--- src/hdl/fpts_pkg.sv ---
package fpts_pkg;

  localparam int SlotsDef = 16;

  localparam logic [15:0] QuantumLowRst    = 16'd30;
  localparam logic [15:0] QuantumMediumRst = 16'd20;
  localparam logic [15:0] QuantumHighRst   = 16'd10;

  localparam logic [1:0] RS_OK    = 2'd0;
  localparam logic [1:0] RS_NONE  = 2'd1;
  localparam logic [1:0] RS_FULL  = 2'd2;
  localparam logic [1:0] RS_NORUN = 2'd3;

  localparam logic [1:0] LVL_LOW  = 2'd0;
  localparam logic [1:0] LVL_MED  = 2'd1;
  localparam logic [1:0] LVL_HIGH = 2'd2;

  typedef enum logic [3:0] {
    OP_CREATE      = 4'd0,
    OP_DISPATCH    = 4'd1,
    OP_TICK        = 4'd2,
    OP_WAIT_EVENT  = 4'd3,
    OP_SET_EVENT   = 4'd4,
    OP_WAIT_TICKS  = 4'd5,
    OP_CANCEL      = 4'd6,
    OP_TEST_CANCEL = 4'd7,
    OP_FINISH      = 4'd8
  } op_e;

  typedef enum logic [1:0] {
    TS_FREE  = 2'd0,
    TS_READY = 2'd1,
    TS_WAIT  = 2'd2,
    TS_RUN   = 2'd3
  } thr_st_e;

  typedef struct packed {
    logic [3:0]  operation;
    logic [3:0]  thread_id;
    logic [1:0]  priority_req;
    logic        defer_sel;
    logic [7:0]  ev_num;
    logic [15:0] wait_ticks;
  } in_word_t;

  typedef struct packed {
    logic [1:0] status;
    logic [3:0] affected_id;
    logic       running_valid;
    logic [3:0] running_id;
    logic [1:0] running_level;
    logic       level_changed;
    logic [4:0] woken_count;
  } out_word_t;

  typedef struct packed {
    thr_st_e     st;
    logic [1:0]  level;
    logic        defer;
    logic        pending;
    logic        timed;
    logic [7:0]  ev;
    logic [15:0] sleep_target;
    logic [15:0] sleep_elapsed;
    logic [31:0] stamp;
  } slot_rec_t;

  typedef struct packed {
    logic [15:0] low;
    logic [15:0] mid;
    logic [15:0] high;
  } quanta_t;

  function automatic logic [15:0] quantum_for(quanta_t q, logic [1:0] lv);
    logic [15:0] r;
    if (lv == LVL_LOW) begin
      r = q.low;
    end else if (lv == LVL_MED) begin
      r = q.mid;
    end else begin
      r = q.high;
    end
    return r;
  endfunction

endpackage

--- src/hdl/fpts_in_if.sv ---
interface fpts_in_if;
  logic               valid;
  logic               ready;
  fpts_pkg::in_word_t data;
  modport source (output valid, output data, input ready);
  modport sink (input valid, input data, output ready);
endinterface

--- src/hdl/fpts_out_if.sv ---
interface fpts_out_if;
  logic                valid;
  logic                ready;
  fpts_pkg::out_word_t data;
  modport source (output valid, output data, input ready);
  modport sink (input valid, input data, output ready);
endinterface

--- src/hdl/fpts_cfg.sv ---
module fpts_cfg (
  input  logic              clk_i,
  input  logic              rst_ni,
  input  logic              psel,
  input  logic              penable,
  input  logic              pwrite,
  input  logic [3:0]        paddr,
  input  logic [31:0]       pwdata,
  output logic [31:0]       prdata,
  output logic              pready,
  output fpts_pkg::quanta_t quanta_o
);

  localparam logic [1:0] RegQLow  = 2'd0;
  localparam logic [1:0] RegQMed  = 2'd1;
  localparam logic [1:0] RegQHigh = 2'd2;

  fpts_pkg::quanta_t q_q, q_d;
  logic              wr;
  logic [1:0]        idx;

  assign pready = 1'b1;
  assign wr     = psel & penable & pwrite;
  assign idx    = paddr[3:2];

  always_comb begin
    q_d = q_q;
    if (wr) begin
      unique case (idx)
        RegQLow:  q_d.low  = pwdata[15:0];
        RegQMed:  q_d.mid  = pwdata[15:0];
        RegQHigh: q_d.high = pwdata[15:0];
        default: ;
      endcase
    end
  end

  always_comb begin
    unique case (idx)
      RegQLow:  prdata = {16'b0, q_q.low};
      RegQMed:  prdata = {16'b0, q_q.mid};
      RegQHigh: prdata = {16'b0, q_q.high};
      default:  prdata = '0;
    endcase
  end

  always_ff @(posedge clk_i or negedge rst_ni) begin
    if (!rst_ni) begin
      q_q.low  <= fpts_pkg::QuantumLowRst;
      q_q.mid  <= fpts_pkg::QuantumMediumRst;
      q_q.high <= fpts_pkg::QuantumHighRst;
    end else begin
      q_q <= q_d;
    end
  end

  assign quanta_o = q_q;

endmodule

--- src/hdl/fpts_mem.sv ---
module fpts_mem #(
  parameter int SLOTS = fpts_pkg::SlotsDef
) (
  input  logic                       clk_i,
  input  logic                       re_i,
  input  logic [$clog2(SLOTS)-1:0]   raddr_i,
  output fpts_pkg::slot_rec_t        rdata_o,
  input  logic                       we_i,
  input  logic [$clog2(SLOTS)-1:0]   waddr_i,
  input  fpts_pkg::slot_rec_t        wdata_i
);

  fpts_pkg::slot_rec_t mem_q [SLOTS];
  fpts_pkg::slot_rec_t rdata_q;

  always_ff @(posedge clk_i) begin
    if (we_i) begin
      mem_q[waddr_i] <= wdata_i;
    end
    if (re_i) begin
      rdata_q <= mem_q[raddr_i];
    end
  end

  assign rdata_o = rdata_q;

endmodule

--- src/hdl/feedback_priority_thread_scheduler.sv ---
// Channel   Dir  Port    Word
// request   in   in_i    operation, thread_id, priority_req, defer_sel, ev_num, wait_ticks
// result    out  res_o   status, affected_id, running_*, level_changed, woken_count
// config    in   APB     quantum_low @0, quantum_medium @4, quantum_high @8
//
// Create, finish and rejected words go from idle straight to the result state.
// Wait, cancel, test cancel: one read-modify-write of the slot memory.
// Dispatch, set event: a scan of all slots, one slot read per cycle from the slot memory.
// Tick: an aging scan, a pick scan per woken thread and a last one; RMW on a preemption.
// Reset frees all slots at once through per-slot valid flops; no clearing pass.
// A held result does not block acceptance; the next result waits for it.
module feedback_priority_thread_scheduler #(
  parameter int SLOTS = fpts_pkg::SlotsDef
) (
  input  logic         clk_i,
  input  logic         rst_ni,
  fpts_in_if.sink      in_i,
  fpts_out_if.source   res_o,
  input  logic         psel,
  input  logic         penable,
  input  logic         pwrite,
  input  logic [3:0]   paddr,
  input  logic [31:0]  pwdata,
  output logic [31:0]  prdata,
  output logic         pready
);

  localparam int IdxW = $clog2(SLOTS);
  localparam logic [IdxW-1:0] LastIdx = IdxW'(SLOTS - 1);

  typedef enum logic [5:0] {
    S_IDLE   = 6'b000001,
    S_SCAN   = 6'b000010,
    S_COMMIT = 6'b000100,
    S_RMW_RD = 6'b001000,
    S_RMW_WR = 6'b010000,
    S_RESP   = 6'b100000
  } state_e;

  fpts_pkg::quanta_t   quanta;
  fpts_pkg::slot_rec_t rd_rec, wdata;
  logic                mem_re, mem_we;
  logic [IdxW-1:0]     mem_raddr, mem_waddr;

  fpts_cfg u_cfg (
    .clk_i, .rst_ni, .psel, .penable, .pwrite, .paddr, .pwdata, .prdata, .pready,
    .quanta_o (quanta)
  );

  fpts_mem #(.SLOTS(SLOTS)) u_mem (
    .clk_i,
    .re_i    (mem_re),
    .raddr_i (mem_raddr),
    .rdata_o (rd_rec),
    .we_i    (mem_we),
    .waddr_i (mem_waddr),
    .wdata_i (wdata)
  );

  state_e              state_q, state_d;
  fpts_pkg::op_e       op_q, op_d;
  logic [7:0]          ev_q, ev_d;
  logic [15:0]         wt_q, wt_d;
  logic [31:0]         cnt_q, cnt_d;
  logic [SLOTS-1:0]    valid_q, valid_d, cand_q, cand_d;
  logic [IdxW-1:0]     run_slot_q, run_slot_d;
  logic                present_q, present_d;
  logic [1:0]          run_level_q, run_level_d;
  logic [15:0]         qe_q, qe_d;
  logic [IdxW-1:0]     scan_idx_q, scan_idx_d, rd_idx_q, rd_idx_d;
  logic                iss_done_q, iss_done_d, rd_vld_q, rd_vld_d, pick_q, pick_d;
  logic                best_vld_q, best_vld_d;
  logic [IdxW-1:0]     best_idx_q, best_idx_d;
  logic [31:0]         best_age_q, best_age_d;
  fpts_pkg::slot_rec_t best_rec_q, best_rec_d;
  logic [IdxW-1:0]     rmw_addr_q, rmw_addr_d;
  logic [1:0]          status_q, status_d;
  logic [3:0]          affected_q, affected_d;
  logic                changed_q, changed_d;
  logic [4:0]          woken_q, woken_d;
  logic                out_vld_q, out_vld_d;
  fpts_pkg::out_word_t out_q, out_d;

  fpts_pkg::op_e   in_op;
  logic [1:0]      prio_clip;
  logic            free_found, tid_ok, cand;
  logic [IdxW-1:0] free_idx, tid_idx;
  logic [31:0]     age;
  logic [15:0]     el_inc;
  logic [1:0]      lv_new;
  logic            lv_chg;

  assign in_op     = fpts_pkg::op_e'(in_i.data.operation);
  assign prio_clip = (in_i.data.priority_req == 2'd3) ? fpts_pkg::LVL_HIGH
                                                      : in_i.data.priority_req;
  assign tid_ok    = 32'(in_i.data.thread_id) < 32'(SLOTS);
  assign tid_idx   = IdxW'(in_i.data.thread_id);
  assign age       = cnt_q - rd_rec.stamp;
  assign el_inc    = (rd_rec.sleep_elapsed == 16'hFFFF) ? rd_rec.sleep_elapsed
                                                        : rd_rec.sleep_elapsed + 16'd1;
  assign in_i.ready = (state_q == S_IDLE);
  assign res_o.valid = out_vld_q;
  assign res_o.data  = out_q;

  always_comb begin
    free_found = 1'b0;
    free_idx   = '0;
    for (int k = SLOTS - 1; k >= 0; k--) begin
      if (!valid_q[k]) begin
        free_found = 1'b1;
        free_idx   = IdxW'(k);
      end
    end
  end

  // level move of a thread leaving to wait
  always_comb begin
    lv_new = rd_rec.level;
    lv_chg = 1'b0;
    if (qe_q < fpts_pkg::quantum_for(quanta, rd_rec.level)) begin
      if (rd_rec.level < fpts_pkg::LVL_HIGH) begin
        lv_new = rd_rec.level + 2'd1;
        lv_chg = 1'b1;
      end
    end else if (rd_rec.level != fpts_pkg::LVL_LOW) begin
      lv_new = rd_rec.level - 2'd1;
      lv_chg = 1'b1;
    end
  end

  always_comb begin
    state_d     = state_q;
    op_d        = op_q;
    ev_d        = ev_q;
    wt_d        = wt_q;
    cnt_d       = cnt_q;
    valid_d     = valid_q;
    cand_d      = cand_q;
    run_slot_d  = run_slot_q;
    present_d   = present_q;
    run_level_d = run_level_q;
    qe_d        = qe_q;
    scan_idx_d  = scan_idx_q;
    iss_done_d  = iss_done_q;
    rd_vld_d    = 1'b0;
    rd_idx_d    = scan_idx_q;
    pick_d      = pick_q;
    best_vld_d  = best_vld_q;
    best_idx_d  = best_idx_q;
    best_age_d  = best_age_q;
    best_rec_d  = best_rec_q;
    rmw_addr_d  = rmw_addr_q;
    status_d    = status_q;
    affected_d  = affected_q;
    changed_d   = changed_q;
    woken_d     = woken_q;
    out_vld_d   = out_vld_q;
    out_d       = out_q;
    mem_re      = 1'b0;
    mem_raddr   = scan_idx_q;
    mem_we      = 1'b0;
    mem_waddr   = rmw_addr_q;
    wdata       = rd_rec;
    cand        = 1'b0;

    if (out_vld_q && res_o.ready) begin
      out_vld_d = 1'b0;
    end

    unique case (state_q)
      S_IDLE: begin
        if (in_i.valid) begin
          op_d       = in_op;
          ev_d       = in_i.data.ev_num;
          wt_d       = in_i.data.wait_ticks;
          status_d   = fpts_pkg::RS_OK;
          affected_d = '0;
          changed_d  = 1'b0;
          woken_d    = '0;
          state_d    = S_RESP;
          scan_idx_d = '0;
          iss_done_d = 1'b0;
          best_vld_d = 1'b0;
          unique case (in_op) inside
            fpts_pkg::OP_CREATE: begin
              if (!free_found) begin
                status_d = fpts_pkg::RS_FULL;
              end else begin
                mem_we              = 1'b1;
                mem_waddr           = free_idx;
                wdata.st            = fpts_pkg::TS_READY;
                wdata.level         = prio_clip;
                wdata.defer         = in_i.data.defer_sel;
                wdata.pending       = 1'b0;
                wdata.timed         = 1'b0;
                wdata.ev            = '0;
                wdata.sleep_target  = '0;
                wdata.sleep_elapsed = '0;
                wdata.stamp         = cnt_q;
                cnt_d               = cnt_q + 32'd1;
                valid_d[free_idx]   = 1'b1;
                affected_d          = 4'(free_idx);
              end
            end
            fpts_pkg::OP_DISPATCH: begin
              if (!present_q) begin
                state_d = S_SCAN;
              end
            end
            fpts_pkg::OP_TICK: begin
              if (present_q && qe_q != 16'hFFFF) begin
                qe_d = qe_q + 16'd1;
              end
              pick_d  = 1'b0;
              cand_d  = '0;
              state_d = S_SCAN;
            end
            fpts_pkg::OP_SET_EVENT: begin
              state_d = S_SCAN;
            end
            fpts_pkg::OP_WAIT_EVENT, fpts_pkg::OP_WAIT_TICKS,
            fpts_pkg::OP_TEST_CANCEL: begin
              if (!present_q) begin
                status_d = fpts_pkg::RS_NORUN;
              end else begin
                rmw_addr_d = run_slot_q;
                state_d    = S_RMW_RD;
              end
            end
            fpts_pkg::OP_CANCEL: begin
              if (!tid_ok || !valid_q[tid_idx]) begin
                status_d = fpts_pkg::RS_NONE;
              end else begin
                rmw_addr_d = tid_idx;
                state_d    = S_RMW_RD;
              end
            end
            fpts_pkg::OP_FINISH: begin
              if (!present_q) begin
                status_d = fpts_pkg::RS_NORUN;
              end else begin
                valid_d[run_slot_q] = 1'b0;
                present_d           = 1'b0;
              end
            end
            default: ;
          endcase
        end
      end

      S_SCAN: begin
        mem_re   = !iss_done_q;
        rd_vld_d = !iss_done_q;
        if (!iss_done_q) begin
          if (scan_idx_q == LastIdx) begin
            iss_done_d = 1'b1;
          end else begin
            scan_idx_d = scan_idx_q + 1'b1;
          end
        end
        if (rd_vld_q) begin
          case (op_q)
            fpts_pkg::OP_DISPATCH: begin
              cand = valid_q[rd_idx_q] && rd_rec.st == fpts_pkg::TS_READY;
            end
            fpts_pkg::OP_SET_EVENT: begin
              cand = valid_q[rd_idx_q] && rd_rec.st == fpts_pkg::TS_WAIT &&
                     !rd_rec.timed && rd_rec.ev == ev_q;
            end
            fpts_pkg::OP_TICK: begin
              if (pick_q) begin
                cand = cand_q[rd_idx_q];
              end else if (valid_q[rd_idx_q] && rd_rec.st == fpts_pkg::TS_WAIT &&
                           rd_rec.timed) begin
                mem_we              = 1'b1;
                mem_waddr           = rd_idx_q;
                wdata.sleep_elapsed = el_inc;
                cand_d[rd_idx_q]    = el_inc >= rd_rec.sleep_target;
              end
            end
            default: ;
          endcase
          if (cand && (!best_vld_q || rd_rec.level > best_rec_q.level ||
              (rd_rec.level == best_rec_q.level && age > best_age_q))) begin
            best_vld_d = 1'b1;
            best_idx_d = rd_idx_q;
            best_rec_d = rd_rec;
            best_age_d = age;
          end
          if (rd_idx_q == LastIdx) begin
            state_d = S_COMMIT;
          end
        end
      end

      S_COMMIT: begin
        state_d   = S_RESP;
        mem_waddr = best_idx_q;
        wdata     = best_rec_q;
        case (op_q)
          fpts_pkg::OP_DISPATCH: begin
            if (!best_vld_q) begin
              status_d = fpts_pkg::RS_NONE;
            end else begin
              mem_we      = 1'b1;
              wdata.st    = fpts_pkg::TS_RUN;
              run_slot_d  = best_idx_q;
              present_d   = 1'b1;
              run_level_d = best_rec_q.level;
              qe_d        = '0;
            end
          end
          fpts_pkg::OP_SET_EVENT: begin
            if (!best_vld_q) begin
              status_d = fpts_pkg::RS_NONE;
            end else begin
              mem_we      = 1'b1;
              wdata.st    = fpts_pkg::TS_READY;
              wdata.stamp = cnt_q;
              cnt_d       = cnt_q + 32'd1;
              affected_d  = 4'(best_idx_q);
            end
          end
          fpts_pkg::OP_TICK: begin
            scan_idx_d = '0;
            iss_done_d = 1'b0;
            best_vld_d = 1'b0;
            if (!pick_q) begin
              pick_d  = 1'b1;
              state_d = S_SCAN;
            end else if (best_vld_q) begin
              mem_we              = 1'b1;
              wdata.st            = fpts_pkg::TS_READY;
              wdata.timed         = 1'b0;
              wdata.sleep_elapsed = '0;
              wdata.stamp         = cnt_q;
              cnt_d               = cnt_q + 32'd1;
              cand_d[best_idx_q]  = 1'b0;
              if (woken_q != 5'h1F) begin
                woken_d = woken_q + 5'd1;
              end
              state_d = S_SCAN;
            end else if (present_q &&
                         qe_q >= fpts_pkg::quantum_for(quanta, run_level_q)) begin
              rmw_addr_d = run_slot_q;
              state_d    = S_RMW_RD;
            end
          end
          default: ;
        endcase
      end

      S_RMW_RD: begin
        mem_re    = 1'b1;
        mem_raddr = rmw_addr_q;
        state_d   = S_RMW_WR;
      end

      S_RMW_WR: begin
        state_d = S_RESP;
        case (op_q)
          fpts_pkg::OP_TICK: begin
            if (rd_rec.level != fpts_pkg::LVL_LOW) begin
              wdata.level = rd_rec.level - 2'd1;
              changed_d   = 1'b1;
            end
            wdata.st    = fpts_pkg::TS_READY;
            wdata.stamp = cnt_q;
            cnt_d       = cnt_q + 32'd1;
            mem_we      = 1'b1;
            present_d   = 1'b0;
          end
          fpts_pkg::OP_WAIT_EVENT, fpts_pkg::OP_WAIT_TICKS: begin
            if (op_q == fpts_pkg::OP_WAIT_EVENT) begin
              wdata.ev    = ev_q;
              wdata.timed = 1'b0;
            end else begin
              wdata.timed         = 1'b1;
              wdata.sleep_target  = wt_q;
              wdata.sleep_elapsed = '0;
            end
            wdata.level = lv_new;
            changed_d   = lv_chg;
            wdata.st    = fpts_pkg::TS_WAIT;
            wdata.stamp = cnt_q;
            cnt_d       = cnt_q + 32'd1;
            mem_we      = 1'b1;
            present_d   = 1'b0;
          end
          fpts_pkg::OP_CANCEL: begin
            if (rd_rec.st != fpts_pkg::TS_READY && rd_rec.st != fpts_pkg::TS_WAIT) begin
              status_d = fpts_pkg::RS_NONE;
            end else begin
              affected_d = 4'(rmw_addr_q);
              if (rd_rec.defer) begin
                wdata.pending = 1'b1;
                mem_we        = 1'b1;
              end else begin
                valid_d[rmw_addr_q] = 1'b0;
              end
            end
          end
          fpts_pkg::OP_TEST_CANCEL: begin
            if (!rd_rec.pending) begin
              status_d = fpts_pkg::RS_NONE;
            end else begin
              affected_d          = 4'(rmw_addr_q);
              valid_d[rmw_addr_q] = 1'b0;
              present_d           = 1'b0;
            end
          end
          default: ;
        endcase
      end

      S_RESP: begin
        if (!out_vld_q || res_o.ready) begin
          out_vld_d           = 1'b1;
          out_d.status        = status_q;
          out_d.affected_id   = affected_q;
          out_d.running_valid = present_q;
          out_d.running_id    = present_q ? 4'(run_slot_q) : 4'd0;
          out_d.running_level = present_q ? run_level_q : 2'd0;
          out_d.level_changed = changed_q;
          out_d.woken_count   = woken_q;
          state_d             = S_IDLE;
        end
      end

      default: state_d = S_IDLE;
    endcase
  end

  always_ff @(posedge clk_i or negedge rst_ni) begin
    if (!rst_ni) begin
      state_q     <= S_IDLE;
      cnt_q       <= '0;
      valid_q     <= '0;
      cand_q      <= '0;
      run_slot_q  <= '0;
      present_q   <= 1'b0;
      run_level_q <= '0;
      qe_q        <= '0;
      scan_idx_q  <= '0;
      iss_done_q  <= 1'b0;
      rd_vld_q    <= 1'b0;
      pick_q      <= 1'b0;
      best_vld_q  <= 1'b0;
      out_vld_q   <= 1'b0;
    end else begin
      state_q     <= state_d;
      cnt_q       <= cnt_d;
      valid_q     <= valid_d;
      cand_q      <= cand_d;
      run_slot_q  <= run_slot_d;
      present_q   <= present_d;
      run_level_q <= run_level_d;
      qe_q        <= qe_d;
      scan_idx_q  <= scan_idx_d;
      iss_done_q  <= iss_done_d;
      rd_vld_q    <= rd_vld_d;
      pick_q      <= pick_d;
      best_vld_q  <= best_vld_d;
      out_vld_q   <= out_vld_d;
    end
  end

  always_ff @(posedge clk_i) begin
    op_q       <= op_d;
    ev_q       <= ev_d;
    wt_q       <= wt_d;
    rd_idx_q   <= rd_idx_d;
    best_idx_q <= best_idx_d;
    best_age_q <= best_age_d;
    best_rec_q <= best_rec_d;
    rmw_addr_q <= rmw_addr_d;
    status_q   <= status_d;
    affected_q <= affected_d;
    changed_q  <= changed_d;
    woken_q    <= woken_d;
    out_q      <= out_d;
  end

`ifndef SYNTHESIS
  a_run_alloc: assert property (@(posedge clk_i) disable iff (!rst_ni)
    present_q |-> valid_q[run_slot_q])
    else $error("running slot is free");

  a_rmw_seq: assert property (@(posedge clk_i) disable iff (!rst_ni)
    state_q == S_RMW_WR |-> $past(state_q) == S_RMW_RD)
    else $error("slot write-back without read");

  a_woken_bound: assert property (@(posedge clk_i) disable iff (!rst_ni)
    state_q == S_RESP |-> int'(woken_q) <= SLOTS)
    else $error("more wakeups than slots");
`endif

endmodule
--- src/flat_wrapper.sv ---
// flat-port wrapper written by rule: the top's interface ports become plain ports
module feedback_priority_thread_scheduler_flat 
#(
  parameter int SLOTS = fpts_pkg::SlotsDef
)
  (clk_i, rst_ni, psel, penable, pwrite, paddr, pwdata, prdata, pready, in_i_valid, in_i_data, in_i_ready, res_o_valid, res_o_data, res_o_ready);
  fpts_in_if in_i_i ();
  fpts_out_if res_o_i ();
  input  logic clk_i;
  input  logic rst_ni;
  input  logic psel;
  input  logic penable;
  input  logic pwrite;
  input  logic [3:0] paddr;
  input  logic [31:0] pwdata;
  output logic [31:0] prdata;
  output logic pready;
  input wire logic [$bits(in_i_i.valid)-1:0] in_i_valid;
  input wire logic [$bits(in_i_i.data)-1:0] in_i_data;
  output wire logic [$bits(in_i_i.ready)-1:0] in_i_ready;
  output wire logic [$bits(res_o_i.valid)-1:0] res_o_valid;
  output wire logic [$bits(res_o_i.data)-1:0] res_o_data;
  input wire logic [$bits(res_o_i.ready)-1:0] res_o_ready;
  assign in_i_i.valid = in_i_valid;
  assign in_i_i.data = in_i_data;
  assign in_i_ready = in_i_i.ready;
  assign res_o_valid = res_o_i.valid;
  assign res_o_data = res_o_i.data;
  assign res_o_i.ready = res_o_ready;
  feedback_priority_thread_scheduler #(.SLOTS(SLOTS)) u_core (.clk_i(clk_i), .rst_ni(rst_ni), .in_i(in_i_i), .res_o(res_o_i), .psel(psel), .penable(penable), .pwrite(pwrite), .paddr(paddr), .pwdata(pwdata), .prdata(prdata), .pready(pready));
endmodule
--- config.mk ---
export PLATFORM = sky130hd
export DESIGN_NAME = feedback_priority_thread_scheduler_flat
export DESIGN_NICKNAME = d
export VERILOG_FILES = /design/src/hdl/fpts_pkg.sv /design/src/hdl/fpts_in_if.sv /design/src/hdl/fpts_out_if.sv /design/src/hdl/fpts_cfg.sv /design/src/hdl/fpts_mem.sv /design/src/hdl/feedback_priority_thread_scheduler.sv /design/src/flat_wrapper.sv
export SDC_FILE = /design/constraint.sdc
export NUM_CORES = 2
export LEC_CHECK = 0
export ABC_AREA = 1
export BUFFER_PORTS_ARGS = -buffer_cell sky130_fd_sc_hd__buf_2
export CAP_MARGIN = 40
export CORE_ASPECT_RATIO = 1.25
export CORE_MARGIN = 2
export CORE_UTILIZATION = 40
export CTS_CLUSTER_DIAMETER = 120
export DETAILED_ROUTE_END_ITERATION = 8
export GPL_TIMING_DRIVEN = 0
export PLACE_DENSITY = 0.6
export REMOVE_ABC_BUFFERS = 1
export SLEW_MARGIN = 5
export SYNTH_ARGS = -nofsm -noshare
export SYNTH_HDL_FRONTEND = slang
export SYNTH_SLANG_ARGS = --single-unit
--- constraint.sdc ---
create_clock -name clk_i -period 22.1 [get_ports clk_i]
set_input_delay 1.105 -clock clk_i [delete_from_list [all_inputs] [get_ports clk_i]]
set_output_delay 1.105 -clock clk_i [all_outputs]
set_load 0.01 [all_outputs]
==> flow_summary.toml <==
[placed_design]
io_buffers = 96
placed_cells_incl_taps = 8637
dp_hpwl_um = 129600
dpl_cell_area_mm2 = 0.07915
gp_routability_congestion = 0.8899

[synthesis]
ys.flop_type = "edfxtp_1"
synth_warnings = 0
yosysSeqAreaShare_pct = 67.41
syn_avg_cell_area_um2 = 11.69
ys_ff_latch = 1675
syn_inst = 6285
ys_types = 70
synthArstFlopShare_pct = 8.955
synth_area_mm2 = 0.07346
synth_edf_count = 1521

[die]
row_count = 175
start_util_pct = 40.32
die_y_um = 483.1
design.core.area_mm2 = 0.1822
die_w_um = 387.3
io_pins = 132
die_area_mm2 = 0.1871

[timing]
tns_ps = 0
setup_viol = 0
layout_min_cycle_time_ps = 6334
post-route-period-util_pct = 28.66
max-slew-margin-rel_pct = 18.15
finalHoldViolations = 0
worstMarginPinSlew_ps = 1228
rsz0062_at_grt = "no"
finalClockSkew_ps = 44.64
slew_viol_final = 0
clock.fmax_mhz = 157.9

[pwr]
power.leakage_nw = 29.36
p_per_area_mw_per_mm2 = 97.36
ir_drop_uv = 61.21

[setup_path]
critPathLaunch = "u_core.cnt_q[0]$_DFFE_PN0P_"
rr_startpoint = "u_core.cnt_q[0]$_DFFE_PN0P_"
cp_slowest_cell = "and3_4"
cpPeakStageDelay_ps = 700
reg2reg_depth = 22
cp-start-kind = "flip-flop"
crit_chain = "inv_1, ha_1, fa_1, o21ai_1, a21oi_1, o21ai_1, a21oi_1, o21ai_0, nand4_1, nand2_1, xor2_1, ha_1, nand4_1, inv_1, nand2_1, nor4_1, nand2_1, nand3_1, nand2_1, nand2_1, and3_4, buf_16"
worst_path_most_repeated_cell = "nand2_1"
endpoint_kind = "flip-flop"
arrival_ps = 6820
cp_data_required_time_ps = 22590
crit_fanout = 46
crit_type = "reg2reg"

[routing]
routed_wl_um = 203800
vias = 51080
route.antenna.remaining_nets = 0
wl_per_cell_um = 22.79
drt_iter0_markers = 5161
firstDrtPassIters = 7
vias_per_cell = 5.712
drc = 0

[cells_and_area]
area_growth_pct = 14.87
drive_gt1_share_pct = 9.618
layout_commonest_cell = "edfxtp_1"
finish.instance_area_mm2 = 0.08439
layout_common_cells = "1521 x edfxtp_1, 835 x nor2_1, 711 x nand2_1"
layout.cells.non_filler = 8942
final_util_pct = 46.32
nFillCells = 16170
nets = 6617

[clock_tree]
clk_pin_slew_worst_paths_ps = 60
cts_max_path_buffers = 3
post_cts_buffers = 0
cts_tree = "yes"
cts-buffers-inserted = 163
cts_root_buffer = "clkbuf_16"
h-tree-depth = 4
post_cts_resized = 0
cts_hold_buf = 0
cts_num_sinks = 1675
clock_latency_ps = 820

[grt]
grt_pass1_vias = 50040
gr-usage-all-layers_pct = 21.28
grt_max_degree = 191
antenna_found_initial = 11
grt_pass1_wl_um = 307700
overflow = 0

[job]
max-cap-violations = 0

[worst_hold_path]
hp-class = "in2async"

[run_status]
status = "complete, no violations"
-- power breakdown --
part | internal, mW | switching, mW
registers | 3.76 | 0.118
clock network | 1.53 | 1.22
logic | 0.458 | 1.13
total | 5.75 | 2.47
-- cell families after synthesis --
group / synth area share, %
other: 0.01022
AOI/OAI and AO/OA: 14.23
and+or+nand+nor: 10.69
adders and majority gates: 2.139
xor gates and xnor gates: 0.8942
buffers and inverters: 4.624
DFF: 67.41
-- layer usage --
| metal | global-route usage [%] | vias to the layer above | routed length (um) |
|---|---|---|---|
| met2 | 35.89 | 1910 | 99380 |
| met1 | 28.25 | 25470 | 85320 |
| met3 | 3.386 | 373 | 13490 |
| met4 | 6.363 | 18 | 5486 |
| li1 | - | 23310 | - |
| met5 | 0 | - | 93 |
-- worst max-delay path: cells and delay by family (launching register included) --
kind | cells | cell delay (ps)
compound gates | 5 | 1390
fa+ha+maj | 3 | 880
simple gates | 10 | 2180
flops | 1 | 570
buf+inv | 3 | 650
xor+xnor | 1 | 260
-- state kept, by name (all words and copies together) (netlist names), 19 cells and up --
register,flops
u_core.u_mem.mem_q,1264
u_core.best_rec_q,79
u_core.u_mem.rdata_o,79
u_core.u_cfg.quanta_o,48
u_core.best_age_q,32
u_core.cnt_q,32
u_core.res_o.data,19
-- final cells by class --
type	count	area [um^2]	area share, %
clock buffer	207	4307	5.103
timing repair buffer	310	4338	5.141
sequential	1675	49520	58.68
inverter	393	1516	1.797
antenna	3	7.507	0.008896
tap	2389	2989	3.542
clock inverter	94	918.4	1.088
multi-input combinational	3871	20790	24.64
-- Yosys cell counts, types with 18 or more instances --
cell	instances	share of area, %
inv_1	372	1.9
a21oi_1	209	1.4
edfxtp_1	1521	62
nor2_1	853	4.4
xor2_1	58	0.69
inv_2	18	0.092
clkbuf_1	164	0.84
nor3_1	60	0.41
o21ai_0	543	3.7
nand3_1	175	1.2
buf_2	107	0.73
buf_6	28	0.43
o221ai_1	232	2.8
buf_4	54	0.55
a31oi_1	51	0.43
nand2_1	714	3.6
o22ai_1	121	1.0
o21ai_1	381	2.6
o211ai_1	142	1.5
ha_1	124	2.1
nand4_1	25	0.21
dfrtp_1	141	4.8
-- worst paths after layout --
path | to | slack [ps]
min | u_core.u_cfg.quanta_o[6]$_DFFE_PN0P_ | 200
max in group asynchronous | u_core.valid_q[5]$_DFFE_PN0P_ | 20950
max reg2reg | u_core.best_rec_q[7]$_DFFE_PP_ | 15770
min reg2reg | u_core.rd_idx_q[3]$_DFF_P_ | 410
min in group clk_i | u_core.rd_idx_q[3]$_DFF_P_ | 410
max | u_core.best_rec_q[7]$_DFFE_PP_ | 15770
-- through the flow --
| step | setup WS (ps) | hold slack (ps) | power [mW] |
|---|---|---|---|
| floorplan | 10400 | 367.6 | 4.929 |
| global placement | -2065 | 381.5 | 5.428 |
| detailed placement | 15840 | 397.3 | 5.509 |
| CTS | 15810 | 169.1 | 8.256 |
| global route | 15470 | 200.6 | 8.568 |
| finish | 15770 | 199.3 | 8.216 |
Note: power is estimated with default switching activity, not from simulation.
